[src/rtl/speck_pkg.sv]
// Shared types and constants for the Speck 96/96 cipher block.
package speck_pkg;

    localparam int WORD_W    = 48;
    localparam int ROUNDS    = 28;
    localparam int KEY_AW    = $clog2(ROUNDS);
    localparam int ROT_ALPHA = 8;
    localparam int ROT_BETA  = 3;

    typedef logic [WORD_W-1:0] t_word;
    typedef logic [KEY_AW-1:0] t_kaddr;

    localparam t_kaddr LAST_ROUND = t_kaddr'(ROUNDS - 1);

    // Operation carried on the input tuser bit.
    localparam logic OP_ENC = 1'b0;
    localparam logic OP_DEC = 1'b1;

    // Configuration register indexes.
    localparam logic CFG_KEY_L = 1'b0;
    localparam logic CFG_KEY_K = 1'b1;

    typedef enum logic [2:0] {
        ST_IDLE,
        ST_EXPAND,
        ST_LOAD,
        ST_RUN,
        ST_DONE
    } t_state;

endpackage

[src/rtl/speck_ram.sv]
// Generic single-write, single-read RAM with a registered read port.
module speck_ram #(
    parameter int WIDTH = 48,
    parameter int DEPTH = 28
) (
    input  logic                     i_clk,
    input  logic                     i_we,
    input  logic [$clog2(DEPTH)-1:0] i_waddr,
    input  logic [WIDTH-1:0]         i_wdata,
    input  logic [$clog2(DEPTH)-1:0] i_raddr,
    output logic [WIDTH-1:0]         o_rdata
);

    logic [WIDTH-1:0] r_mem [DEPTH];
    logic [WIDTH-1:0] r_rdata;

    always_ff @(posedge i_clk) begin
        if (i_we) begin
            r_mem[i_waddr] <= i_wdata;
        end
        r_rdata <= r_mem[i_raddr];
    end

    assign o_rdata = r_rdata;

endmodule

[src/rtl/speck_round.sv]
// One Speck round, forward or inverse; the forward round also serves the key schedule.
module speck_round
    import speck_pkg::*;
(
    input  logic  i_op,
    input  t_word i_x,
    input  t_word i_y,
    input  t_word i_key,
    output t_word o_x,
    output t_word o_y
);

    t_word x_ror;
    t_word enc_x;
    t_word enc_y;
    t_word xy;
    t_word dec_y;
    t_word dec_d;
    t_word dec_x;

    // Forward round: x = (ror8(x) + y) ^ k, y = rol3(y) ^ x.
    assign x_ror = {i_x[ROT_ALPHA-1:0], i_x[WORD_W-1:ROT_ALPHA]};
    assign enc_x = (x_ror + i_y) ^ i_key;
    assign enc_y = {i_y[WORD_W-1-ROT_BETA:0], i_y[WORD_W-1:WORD_W-ROT_BETA]} ^ enc_x;

    // Inverse round: y = ror3(x ^ y), x = rol8((x ^ k) - y).
    assign xy    = i_x ^ i_y;
    assign dec_y = {xy[ROT_BETA-1:0], xy[WORD_W-1:ROT_BETA]};
    assign dec_d = (i_x ^ i_key) - dec_y;
    assign dec_x = {dec_d[WORD_W-1-ROT_ALPHA:0], dec_d[WORD_W-1:WORD_W-ROT_ALPHA]};

    assign o_x = (i_op == OP_DEC) ? dec_x : enc_x;
    assign o_y = (i_op == OP_DEC) ? dec_y : enc_y;

endmodule

[src/rtl/speck96_96_block_cipher.sv]
// Top level of the Speck 96/96 block cipher with a round-key memory.
//
// Speck 96/96 encrypts or decrypts one 96-bit block (two 48-bit words) per
// item, selected by the tuser bit (0 encrypt, 1 decrypt). The two key words
// are written over the configuration port while the block is idle and no
// item is offered; the first
// item after reset or after any key write first expands the 28 round keys
// into a small key memory, one key per cycle. After that, each item has
// its first round key prefetched from the key memory, runs its 28 rounds
// through the single shared round unit (one round per cycle, the key for
// each round read during the round before it), and then moves its result
// into the output register, a move that waits while an untaken result is
// still there. The block is idle again in the cycle the result is posted,
// so a new item is taken only after the previous result has been posted.
// The round unit also computes the key schedule, since a key step is a
// forward round on the key words. The input accepts a new item while a
// finished result still waits in the output register. The key memory has
// no reset; it is always filled before use.
module speck96_96_block_cipher
    import speck_pkg::*;
(
    input  logic          i_clk,
    input  logic          i_rst_n,
    // Input stream.
    input  logic          i_s_tvalid,
    output logic          o_s_tready,
    input  logic [95:0]   i_s_tdata,   // [47:0] block_x, [95:48] block_y
    input  logic          i_s_tuser,   // [0] opcode
    // Output stream.
    output logic          o_m_tvalid,
    input  logic          i_m_tready,
    output logic [95:0]   o_m_tdata,   // [47:0] out_x, [95:48] out_y
    // Configuration writes.
    input  logic          i_cfg_valid,
    output logic          o_cfg_ready,
    input  logic          i_cfg_index,
    input  logic [47:0]   i_cfg_data
);

    t_state r_state;
    t_state n_state;

    // Block words under work, the operation, and the round or key counter.
    t_word  r_x;
    t_word  r_y;
    logic   r_op;
    t_kaddr r_cnt;

    // Key schedule working words.
    t_word  r_lw;
    t_word  r_kw;

    // Configured key words and the flag that the key memory matches them.
    t_word  r_key_l;
    t_word  r_key_k;
    logic   r_keys_ready;

    // Output register.
    logic   r_out_valid;
    t_word  r_out_x;
    t_word  r_out_y;

    logic   s_accept;
    logic   cfg_accept;
    logic   out_free;
    logic   cnt_last;

    // Control decoded from the state.
    logic   key_we;
    logic   sel_sched;
    t_kaddr key_raddr;

    logic   rnd_op;
    t_word  rnd_x_in;
    t_word  rnd_y_in;
    t_word  rnd_key;
    t_word  rnd_x;
    t_word  rnd_y;
    t_word  key_rdata;

    // Decryption uses the round keys in reverse order.
    function automatic t_kaddr key_addr(input logic op, input t_kaddr c);
        key_addr = (op == OP_DEC) ? LAST_ROUND - c : c;
    endfunction

    assign s_accept   = i_s_tvalid && o_s_tready;
    assign cfg_accept = i_cfg_valid && o_cfg_ready;
    assign out_free   = !r_out_valid || i_m_tready;
    assign cnt_last   = (r_cnt == LAST_ROUND);

    // Next state.
    always_comb begin
        n_state = r_state;
        case (r_state)
            ST_IDLE: begin
                if (s_accept) begin
                    n_state = r_keys_ready ? ST_LOAD : ST_EXPAND;
                end
            end
            ST_EXPAND: begin
                if (cnt_last) begin
                    n_state = ST_LOAD;
                end
            end
            ST_LOAD: begin
                n_state = ST_RUN;
            end
            ST_RUN: begin
                if (cnt_last) begin
                    n_state = ST_DONE;
                end
            end
            ST_DONE: begin
                if (out_free) begin
                    n_state = ST_IDLE;
                end
            end
            default: begin
                n_state = ST_IDLE;
            end
        endcase
    end

    // State outputs. During a run the key for the next round is read in
    // the round before it, so it arrives from the memory exactly when it is
    // needed. A key write is held off while an item is offered, so that an
    // item never starts in the same cycle as a key change.
    always_comb begin
        o_s_tready  = 1'b0;
        o_cfg_ready = 1'b0;
        key_we      = 1'b0;
        sel_sched   = 1'b0;
        key_raddr   = key_addr(r_op, '0);
        case (r_state)
            ST_IDLE: begin
                o_s_tready  = 1'b1;
                o_cfg_ready = !i_s_tvalid;
            end
            ST_EXPAND: begin
                key_we    = 1'b1;
                sel_sched = 1'b1;
            end
            ST_LOAD: begin
                key_raddr = key_addr(r_op, '0);
            end
            ST_RUN: begin
                if (!cnt_last) begin
                    key_raddr = key_addr(r_op, r_cnt + t_kaddr'(1));
                end
            end
            ST_DONE: begin
                key_raddr = key_addr(r_op, '0);
            end
            default: begin
                o_s_tready = 1'b0;
            end
        endcase
    end

    speck_ram #(
        .WIDTH (WORD_W),
        .DEPTH (ROUNDS)
    ) u_key_ram (
        .i_clk   (i_clk),
        .i_we    (key_we),
        .i_waddr (r_cnt),
        .i_wdata (r_kw),
        .i_raddr (key_raddr),
        .o_rdata (key_rdata)
    );

    // A key schedule step is a forward round with l as x, k as y and the
    // step number as the round key.
    assign rnd_op   = sel_sched ? OP_ENC : r_op;
    assign rnd_x_in = sel_sched ? r_lw : r_x;
    assign rnd_y_in = sel_sched ? r_kw : r_y;
    assign rnd_key  = sel_sched ? t_word'(r_cnt) : key_rdata;

    speck_round u_round (
        .i_op  (rnd_op),
        .i_x   (rnd_x_in),
        .i_y   (rnd_y_in),
        .i_key (rnd_key),
        .o_x   (rnd_x),
        .o_y   (rnd_y)
    );

    // Control registers.
    always_ff @(posedge i_clk) begin
        if (!i_rst_n) begin
            r_state      <= ST_IDLE;
            r_cnt        <= '0;
            r_keys_ready <= 1'b0;
            r_key_l      <= '0;
            r_key_k      <= '0;
            r_out_valid  <= 1'b0;
        end else begin
            r_state <= n_state;

            if (s_accept) begin
                r_cnt <= '0;
            end else if (r_state == ST_EXPAND || r_state == ST_RUN) begin
                r_cnt <= cnt_last ? '0 : r_cnt + t_kaddr'(1);
            end

            if (cfg_accept) begin
                case (i_cfg_index)
                    CFG_KEY_L: r_key_l <= i_cfg_data;
                    CFG_KEY_K: r_key_k <= i_cfg_data;
                    default:   r_key_l <= r_key_l;
                endcase
                r_keys_ready <= 1'b0;
            end else if (r_state == ST_EXPAND && cnt_last) begin
                r_keys_ready <= 1'b1;
            end

            if (r_state == ST_DONE && out_free) begin
                r_out_valid <= 1'b1;
            end else if (i_m_tready) begin
                r_out_valid <= 1'b0;
            end
        end
    end

    // Data registers.
    always_ff @(posedge i_clk) begin
        if (s_accept) begin
            r_x  <= i_s_tdata[WORD_W-1:0];
            r_y  <= i_s_tdata[2*WORD_W-1:WORD_W];
            r_op <= i_s_tuser;
            r_lw <= r_key_l;
            r_kw <= r_key_k;
        end else if (r_state == ST_EXPAND) begin
            r_lw <= rnd_x;
            r_kw <= rnd_y;
        end else if (r_state == ST_RUN) begin
            r_x <= rnd_x;
            r_y <= rnd_y;
        end
        if (r_state == ST_DONE && out_free) begin
            r_out_x <= r_x;
            r_out_y <= r_y;
        end
    end

    assign o_m_tvalid = r_out_valid;
    assign o_m_tdata  = {r_out_y, r_out_x};

endmodule

[config.mk]
export PLATFORM = sky130hd
export DESIGN_NAME = speck96_96_block_cipher
export DESIGN_NICKNAME = d
export VERILOG_FILES = /design/src/rtl/speck_pkg.sv /design/src/rtl/speck_ram.sv /design/src/rtl/speck_round.sv /design/src/rtl/speck96_96_block_cipher.sv
export SDC_FILE = /design/constraint.sdc
export NUM_CORES = 2
export LEC_CHECK = 0
export ABC_CLOCK_PERIOD_IN_PS = 8180
export BUFFER_PORTS_ARGS = -buffer_cell sky130_fd_sc_hd__buf_2
export CORE_UTILIZATION = 25
export DETAILED_ROUTE_END_ITERATION = 8
export HOLD_SLACK_MARGIN = 0.06
export PLACE_DENSITY = 0.41
export SLEW_MARGIN = 20
export SYNTH_ARGS = -nofsm -noshare
export SYNTH_HDL_FRONTEND = slang
export SYNTH_HIERARCHICAL = 1
export SYNTH_SLANG_ARGS = --single-unit
[constraint.sdc]
create_clock -name i_clk -period 8.18 [get_ports i_clk]
set_input_delay 0.409 -clock i_clk [delete_from_list [all_inputs] [get_ports i_clk]]
set_output_delay 0.409 -clock i_clk [all_outputs]
set_load 0.1 [all_outputs]
# After elaboration in Yosys (flattened, before gate mapping)
# Memory sizes are Yosys's and may differ from the RTL's. A register that Yosys moved wholly into a read port is not among the register bits.
# Cells that the tools add are included.
totals:
  ff_bits: 395
  n_memories: 1
  wordCells: 86
  input_bits: 151
  output_inout_bits: 99
  ram_bits: 1344
mem_list:
  columns: ["memory", "depth", "width", "rd", "rd_clocked_by_memory_dff", "wr", "line", "rtl"]
  rows:
  - ["u_key_ram.r_mem", 28, 48, 1, 1, 1, "speck_ram.sv:14", "logic [WIDTH-1:0] r_mem [DEPTH];"]
op_classes:
  n_bitwise: 6
  eq_ne: 10
  reduce_logical: 18
  add_sub_neg: 4
  muxes: 34
ops:
  columns: ["op", "count"]
  rows:
  - ["$mux W48", 15]
  - ["$xor A48 B48 Y48", 4]
  - ["$add A48 B48 Y48", 1]
  - ["$sub A48 B48 Y48", 1]
  - ["$mux W5", 5]
  - ["$pmux W3 S5", 1]
  - ["$mux W3", 4]
  - ["$ne A2 B2 Y1 const B", 5]
  - ["$mux W1", 8]
  - ["$eq A3 B2 Y1 const B", 2]
  - ["$reduce_and A2 Y1", 3]
  - ["$reduce_bool A2 Y1", 3]
  - ["$add A5 B1 Y5 const B", 1]
  - ["$eq A5 B5 Y1 const B", 1]
  - ["$sub A5 B5 Y5 const A", 1]
  - ["$logic_and A1 B1 Y1", 4]
  - ["$reduce_and A4 Y1", 1]
  - ["$reduce_or A2 Y1", 2]
  - ["$eq A3 B1 Y1 const B", 1]
  - ["$eq A3 B3 Y1 const B", 1]
  - ["$logic_not A3 Y1", 1]
  - ["$logic_not A1 Y1", 2]
  - ["$logic_or A1 B1 Y1", 2]
  - ["$mux W2", 1]
  - ["$not A1 Y1", 2]

# Longest topological paths before layout
depth:
  word_depth: 10
  mapped_depth: 22
  depth_no_buf: 18

# Hierarchy
# The synthesis kept the hierarchy.
by_module_without_submodules:
  columns: ["mod", "area_each_um2", "seq_area_each_um2", "n_inst", "cells_each"]
  rows:
  - ["speck_ram", 52565.4, 41319.6, 1, 2613]
  - ["speck96_96_block_cipher", 16365.7, 10800.4, 1, 1472]
  - ["speck_round", 8315.5, 0.0, 1, 1174]

# Least setup slack after synthesis
# Ideal clock, no wire load.
synth_timing:
  path_kind: "register to register"
  startpoint: "register r_state[2]"
  endpoint: "register r_kw[0] (enable)"
  required_ns: 7.497
  setup_time_ns: 0.683
  period_less_slack_ns: 8.134
  path_buffers: 2
  path_stages_with_launch: 5
  path_slack_ns: 0.046
  arrival_ns: 7.451
  cell_sequence: "dfxtp_1 buf_6 nand2b_1 clkbuf_1 o21ai_0"
synth_between:
  elab_chain_len: 4
  elab_cells_between_ends: 5
  classes_between: "1 x eq/ne; 1 x mux; 3 x reduce/logical"
synth_rtl:
  columns: ["item", "line", "rtl"]
  rows:
  - ["start, declared", "speck96_96_block_cipher.sv:40", "t_state r_state;"]
  - ["start signal, assigned", "speck96_96_block_cipher.sv:198", "r_state <= n_state;"]
  - ["$logic_not A3 Y1", "speck96_96_block_cipher.sv:134", "case (r_state)"]
  - ["$mux W1", "speck96_96_block_cipher.sv:134", null]
  - ["$logic_and A1 B1 Y1", "speck96_96_block_cipher.sv:86", "assign s_accept = i_s_tvalid && o_s_tready;"]
  - ["$reduce_bool A2 Y1 (no line) *", null, null]
  - ["end signal, assigned", "speck96_96_block_cipher.sv:232", "r_kw <= r_key_k;"]
  - ["end signal, assigned", "speck96_96_block_cipher.sv:235", "r_kw <= rnd_y;"]
  - ["end, declared", "speck96_96_block_cipher.sv:51", "t_word r_kw;"]
# Mark *: on every way between the ends. The rest lies on a longest branch, timed or not.
# A chain may end at the register's enable or synchronous reset.

# Worst setup path after layout
layout_timing:
  startpoint: "register r_state[2]"
  endpoint: "register r_x[1] (data pin)"
layout_between:
  elab_chain_len: 9
  elab_cells_between_ends: 18
  classes_between: "2 x add/sub; 1 x eq/ne; 10 x mux; 3 x bitwise; 2 x reduce/logical"
layout_rtl:
  columns: ["item", "line", "rtl"]
  rows:
  - ["$eq A3 B1 Y1", "speck96_96_block_cipher.sv:134", null]
  - ["$mux W1", "speck96_96_block_cipher.sv:134", null]
  - ["$mux W48", "speck96_96_block_cipher.sv:176", "assign rnd_y_in = sel_sched ? r_kw : r_y;"]
  - ["named net rnd_y_in[4]", "speck96_96_block_cipher.sv:75", "t_word rnd_y_in;"]
  - ["$xor A48 B48 Y48", "speck_round.sv:27", "assign xy = i_x ^ i_y;"]
  - ["$sub A48 B48 Y48", "speck_round.sv:29", "assign dec_d = (i_x ^ i_key) - dec_y;"]
  - ["$mux W48", "speck_round.sv:32", "assign o_x = (i_op == OP_DEC) ? dec_x : enc_x;"]
  - ["named net rnd_x[1]", "speck96_96_block_cipher.sv:77", "t_word rnd_x;"]
  - ["$mux W48", "speck96_96_block_cipher.sv:236", "end else if (r_state == ST_RUN) begin"]
  - ["$mux W48", "speck96_96_block_cipher.sv:233", "end else if (r_state == ST_EXPAND) begin"]
  - ["$mux W48", "speck96_96_block_cipher.sv:227", "if (s_accept) begin"]
  - ["end signal, assigned", "speck96_96_block_cipher.sv:228", "r_x <= i_s_tdata[WORD_W-1:0];"]
  - ["end signal, assigned", "speck96_96_block_cipher.sv:237", "r_x <= rnd_x;"]
  - ["end, declared", "speck96_96_block_cipher.sv:44", "t_word r_x;"]
# The timed path passes the listed nets, and every way through them passes these cells. The select of a mux whose other input is x is not followed.

==> results.json <==
{
  "status": "finished, final reports clean",
  "stdcell_count": 9998,
  "fin_setup_tns_ns": 0,
  "synth_area_leaders": "edfxtp_1 63%, mux2i_1 5.4%, nand2_1 4.3%, mux4_2 4.2%, dfxtp_1 4.0%",
  "layout_commonest_cell": "edfxtp_1",
  "synth_nets": 5508,
  "p_sw_w": 0.01586,
  "synth_top_area_frac": 0.6348,
  "drive_gt1_frac": 0.1713,
  "cp.required_ns": 8.76,
  "drv_cap": 0,
  "seqPwrFrac": 0.339,
  "start_kind": "flip-flop",
  "cp.depth": 19,
  "tightest_slew_ns": 1.120,
  "cp_cell_sequence": "nand2b_1 > nor2_4 > buf_12 > mux2_2 > xor2_1 > inv_1 > ha_1 > nor2b_1 > o2111ai_1 > a21oi_1 > nor4_1 > and3_1 > a21oi_1 > a41oi_1 > o21bai_1 > a2111o_1 > o221a_2 > nand2_1 > nand2_1",
  "drcViolationCount": 0,
  "worstPathMaxFanout": 45,
  "grt_pass1_vias": 47280,
  "grt_max_degree": 118,
  "slowest_stage": "nor4_1",
  "intPower_w": 0.02315,
  "r2r-end": "r_x[1]",
  "htreeDepth": 4,
  "dp.cells": 9451,
  "synth_ff_type": "edfxtp_1",
  "p_comb_frac": 0.438,
  "io_pins": 250,
  "utilization": 0.2990,
  "drv_slew": 0,
  "grt_antenna_before_repair": 15,
  "crit_type": "flip-flop to flip-flop",
  "reg2reg_depth": 19,
  "p_clk_frac": 0.223,
  "leakage_nw": 31.64,
  "cts_setup_buffers": 0,
  "synth-seq-area-share": 0.6747,
  "r2r-start": "r_state[2]",
  "max_freq_ghz": 0.1680,
  "die_y_um": 557.9,
  "cts.path.max_buffers": 3,
  "timing_hold_violations_final": 0,
  "cts_inserted_buffers": 197,
  "cts.sinks": 1787,
  "hpwl_um": 177500,
  "layout_common_cells": "1,633 x edfxtp_1, 890 x nand2_1, 417 x mux2i_1",
  "synth_area_leader_cell": "edfxtp_1",
  "grt_use_total": 0.1734,
  "vias": 47150,
  "ctsRootBufferMaster": "clkbuf_16",
  "critPathLaunch": "r_state[2]",
  "ys_types": 87,
  "slowest_delay_ns": 0.90,
  "slew_headroom": 0.2535,
  "synthToLayoutAreaGrowth_pct": 18.65,
  "min_path_type": "primary input to flip-flop",
  "insertion_delay_ns": 0.87,
  "numPortBuffers": 249,
  "rows": 203,
  "clk_pin_slew_ns": 0.06,
  "synth_area_per_cell_sq_um": 14.69,
  "die_w_um": 557.9,
  "viasPerCell": 4.716,
  "cts_tree": "yes",
  "finalSetupViolCount": 0,
  "fin_nets": 5967,
  "r2r_slack_ns": 2.23,
  "cp-end-kind": "flip-flop",
  "endpoint": "r_x[1]",
  "yosysWarnings": 6,
  "synth_seq_cells": 1787,
  "rsz0062_at_grt": "false",
  "peakVddDrop_mv": 0.2293,
  "cellPowerDensity_nw_per_um2": 425.7,
  "wl_per_cell_um": 27.57,
  "dr.first_iter.drc_count": 3972,
  "clock_skew_ns": 0.06758,
  "fin_crit_ns": 5.953,
  "ant_nets": 0,
  "core_area_sq_um": 306600,
  "grt_pass1_wl_um": 378700,
  "synth-async-reset-ratio": 0,
  "arrival_ns": 6.53,
  "fin_crit_sh": 0.7277,
  "drt-total-wl_um": 275600,
  "syn_inst": 5259,
  "grt_overflow_total": 0,
  "switching_share": 0.4066,
  "drt_first_pass_iters": 7,
  "dieArea_sq_um": 311200,
  "start_util": 0.2520,
  "synthesis.area_sq_um": 77250,
  "synth_edf_count": 1633,
  "cpLargestDelayFamily": "simple AND/OR/NAND/NOR gates",
  "gp_congestion": 0.8903,
  "path_buf_inv": 2
}
## logic make-up after synthesis
logic type	Yosys count	synth area share
adder cells (fa/ha/maj)	98	0.01607
buffers and inverters	308	0.02221
XOR/XNOR	287	0.03325
AND/OR/NAND/NOR	1361	0.07621
multiplexers	664	0.1109
AO/OA/AOI/OAI	754	0.06660
flip-flops	1787	0.6747
## timing repair
action,CTS,global route
hold endpoints to repair,193,0
hold buffers,147,0
gates resized for setup,0,0
## synth_stat cells (9+ instances only)
library cell / number
buf_2: 73
a311oi_1: 14
a21boi_0: 57
clkbuf_1: 132
nor2b_1: 58
a31oi_1: 13
nand3_1: 82
ha_1: 96
nor3_1: 14
and2_1: 12
a21o_1: 82
edfxtp_1: 1633
mux2i_1: 417
buf_6: 32
xnor2_1: 173
nand2_1: 893
o22ai_1: 39
a22oi_1: 117
nor2_1: 138
and3_1: 13
mux2_2: 103
o21ai_1: 13
xor2_1: 110
a221oi_1: 22
dfxtp_1: 154
inv_1: 21
o21bai_1: 20
a21boi_1: 40
nand2b_1: 13
nand4_1: 83
mux4_2: 143
or3_1: 14
nand3b_1: 9
buf_4: 36
o21ai_0: 57
a21oi_1: 203
a311oi_2: 9
## registers in the layout (all words and copies together), names as in the netlist
signal / flops
r_cnt: 5
r_op: 1
r_y: 48
r_state: 3
r_out_x: 48
r_out_y: 48
u_key_ram/r_mem: 1344
r_x: 48
r_lw: 48
r_kw: 48
r_key_l: 48
o_m_tvalid: 1
r_keys_ready: 1
u_key_ram/o_rdata: 48
r_key_k: 48
## how the worst min path moves through the flow
stage | from | cells after the start | slack, ns | to
floorplan | r_x[0] | 0 | 0.42 | r_out_x[0]
global placement | r_key_k[34] | 2 | 0.44 | r_key_k[34]
detailed placement | r_key_l[46] | 2 | 0.45 | r_key_l[46]
CTS | i_s_tdata[5] | 3 | 0.08 | r_x[5]
global route | i_s_tdata[5] | 3 | 0.12 | r_x[5]
finish | i_m_tready | 3 | 0.11 | o_m_tvalid
## worst min-delay path: stages
cell      delay (ns)
buf_2           0.08
nand2b_1        0.25
a21boi_0        0.17
## cell type report
cell class	count	area (sq um)
clock buffer	285	5450
antenna	8	20.02
multi-input combinational	3164	23800
clock inverter	86	853.3
tap	4100	5130
inverter	23	93.84
fill	30690	214900
timing repair buffer	545	4189
sequential	1787	52120
## metal layers
metal,vias to the layer above,track usage,part of all wire,wire length (um)
met5,-,0,0.000051,14
li1,20870,-,-,-
met2,1341,0.2881,0.48,131900
met4,2,0.04483,0.024,6495
met3,310,0.02213,0.048,13190
met1,24630,0.2374,0.45,124000
## power groups by stage
stage,sequential [W],combinational [W],clock [W]
4_1_cts,0.0137,0.0165,0.00891
6_report,0.0132,0.0171,0.00868
5_1_grt,0.0133,0.0185,0.00923
3_3_place_gp,0.0139,0.0165,0
2_1_floorplan,0.0134,0.0107,0
3_5_place_dp,0.0138,0.0164,0
## per-stage QoR
| step | hold slack [ns] | area (sq um) | setup slack [ns] | total power (W) |
|---|---|---|---|---|
| 6_report | 0.1143 | 91650 | 2.227 | 0.03902 |
| 5_1_grt | 0.1189 | 91640 | 1.898 | 0.04102 |
| 4_1_cts | 0.07678 | 91250 | 2.247 | 0.03910 |
| 3_5_place_dp | 0.4452 | 83470 | 2.290 | 0.03023 |
| 3_3_place_gp | 0.4419 | 83440 | 2.328 | 0.03034 |
| 2_1_floorplan | 0.4222 | 77250 | 0.04553 | 0.02409 |
Power figures use the tool's default switching activity.
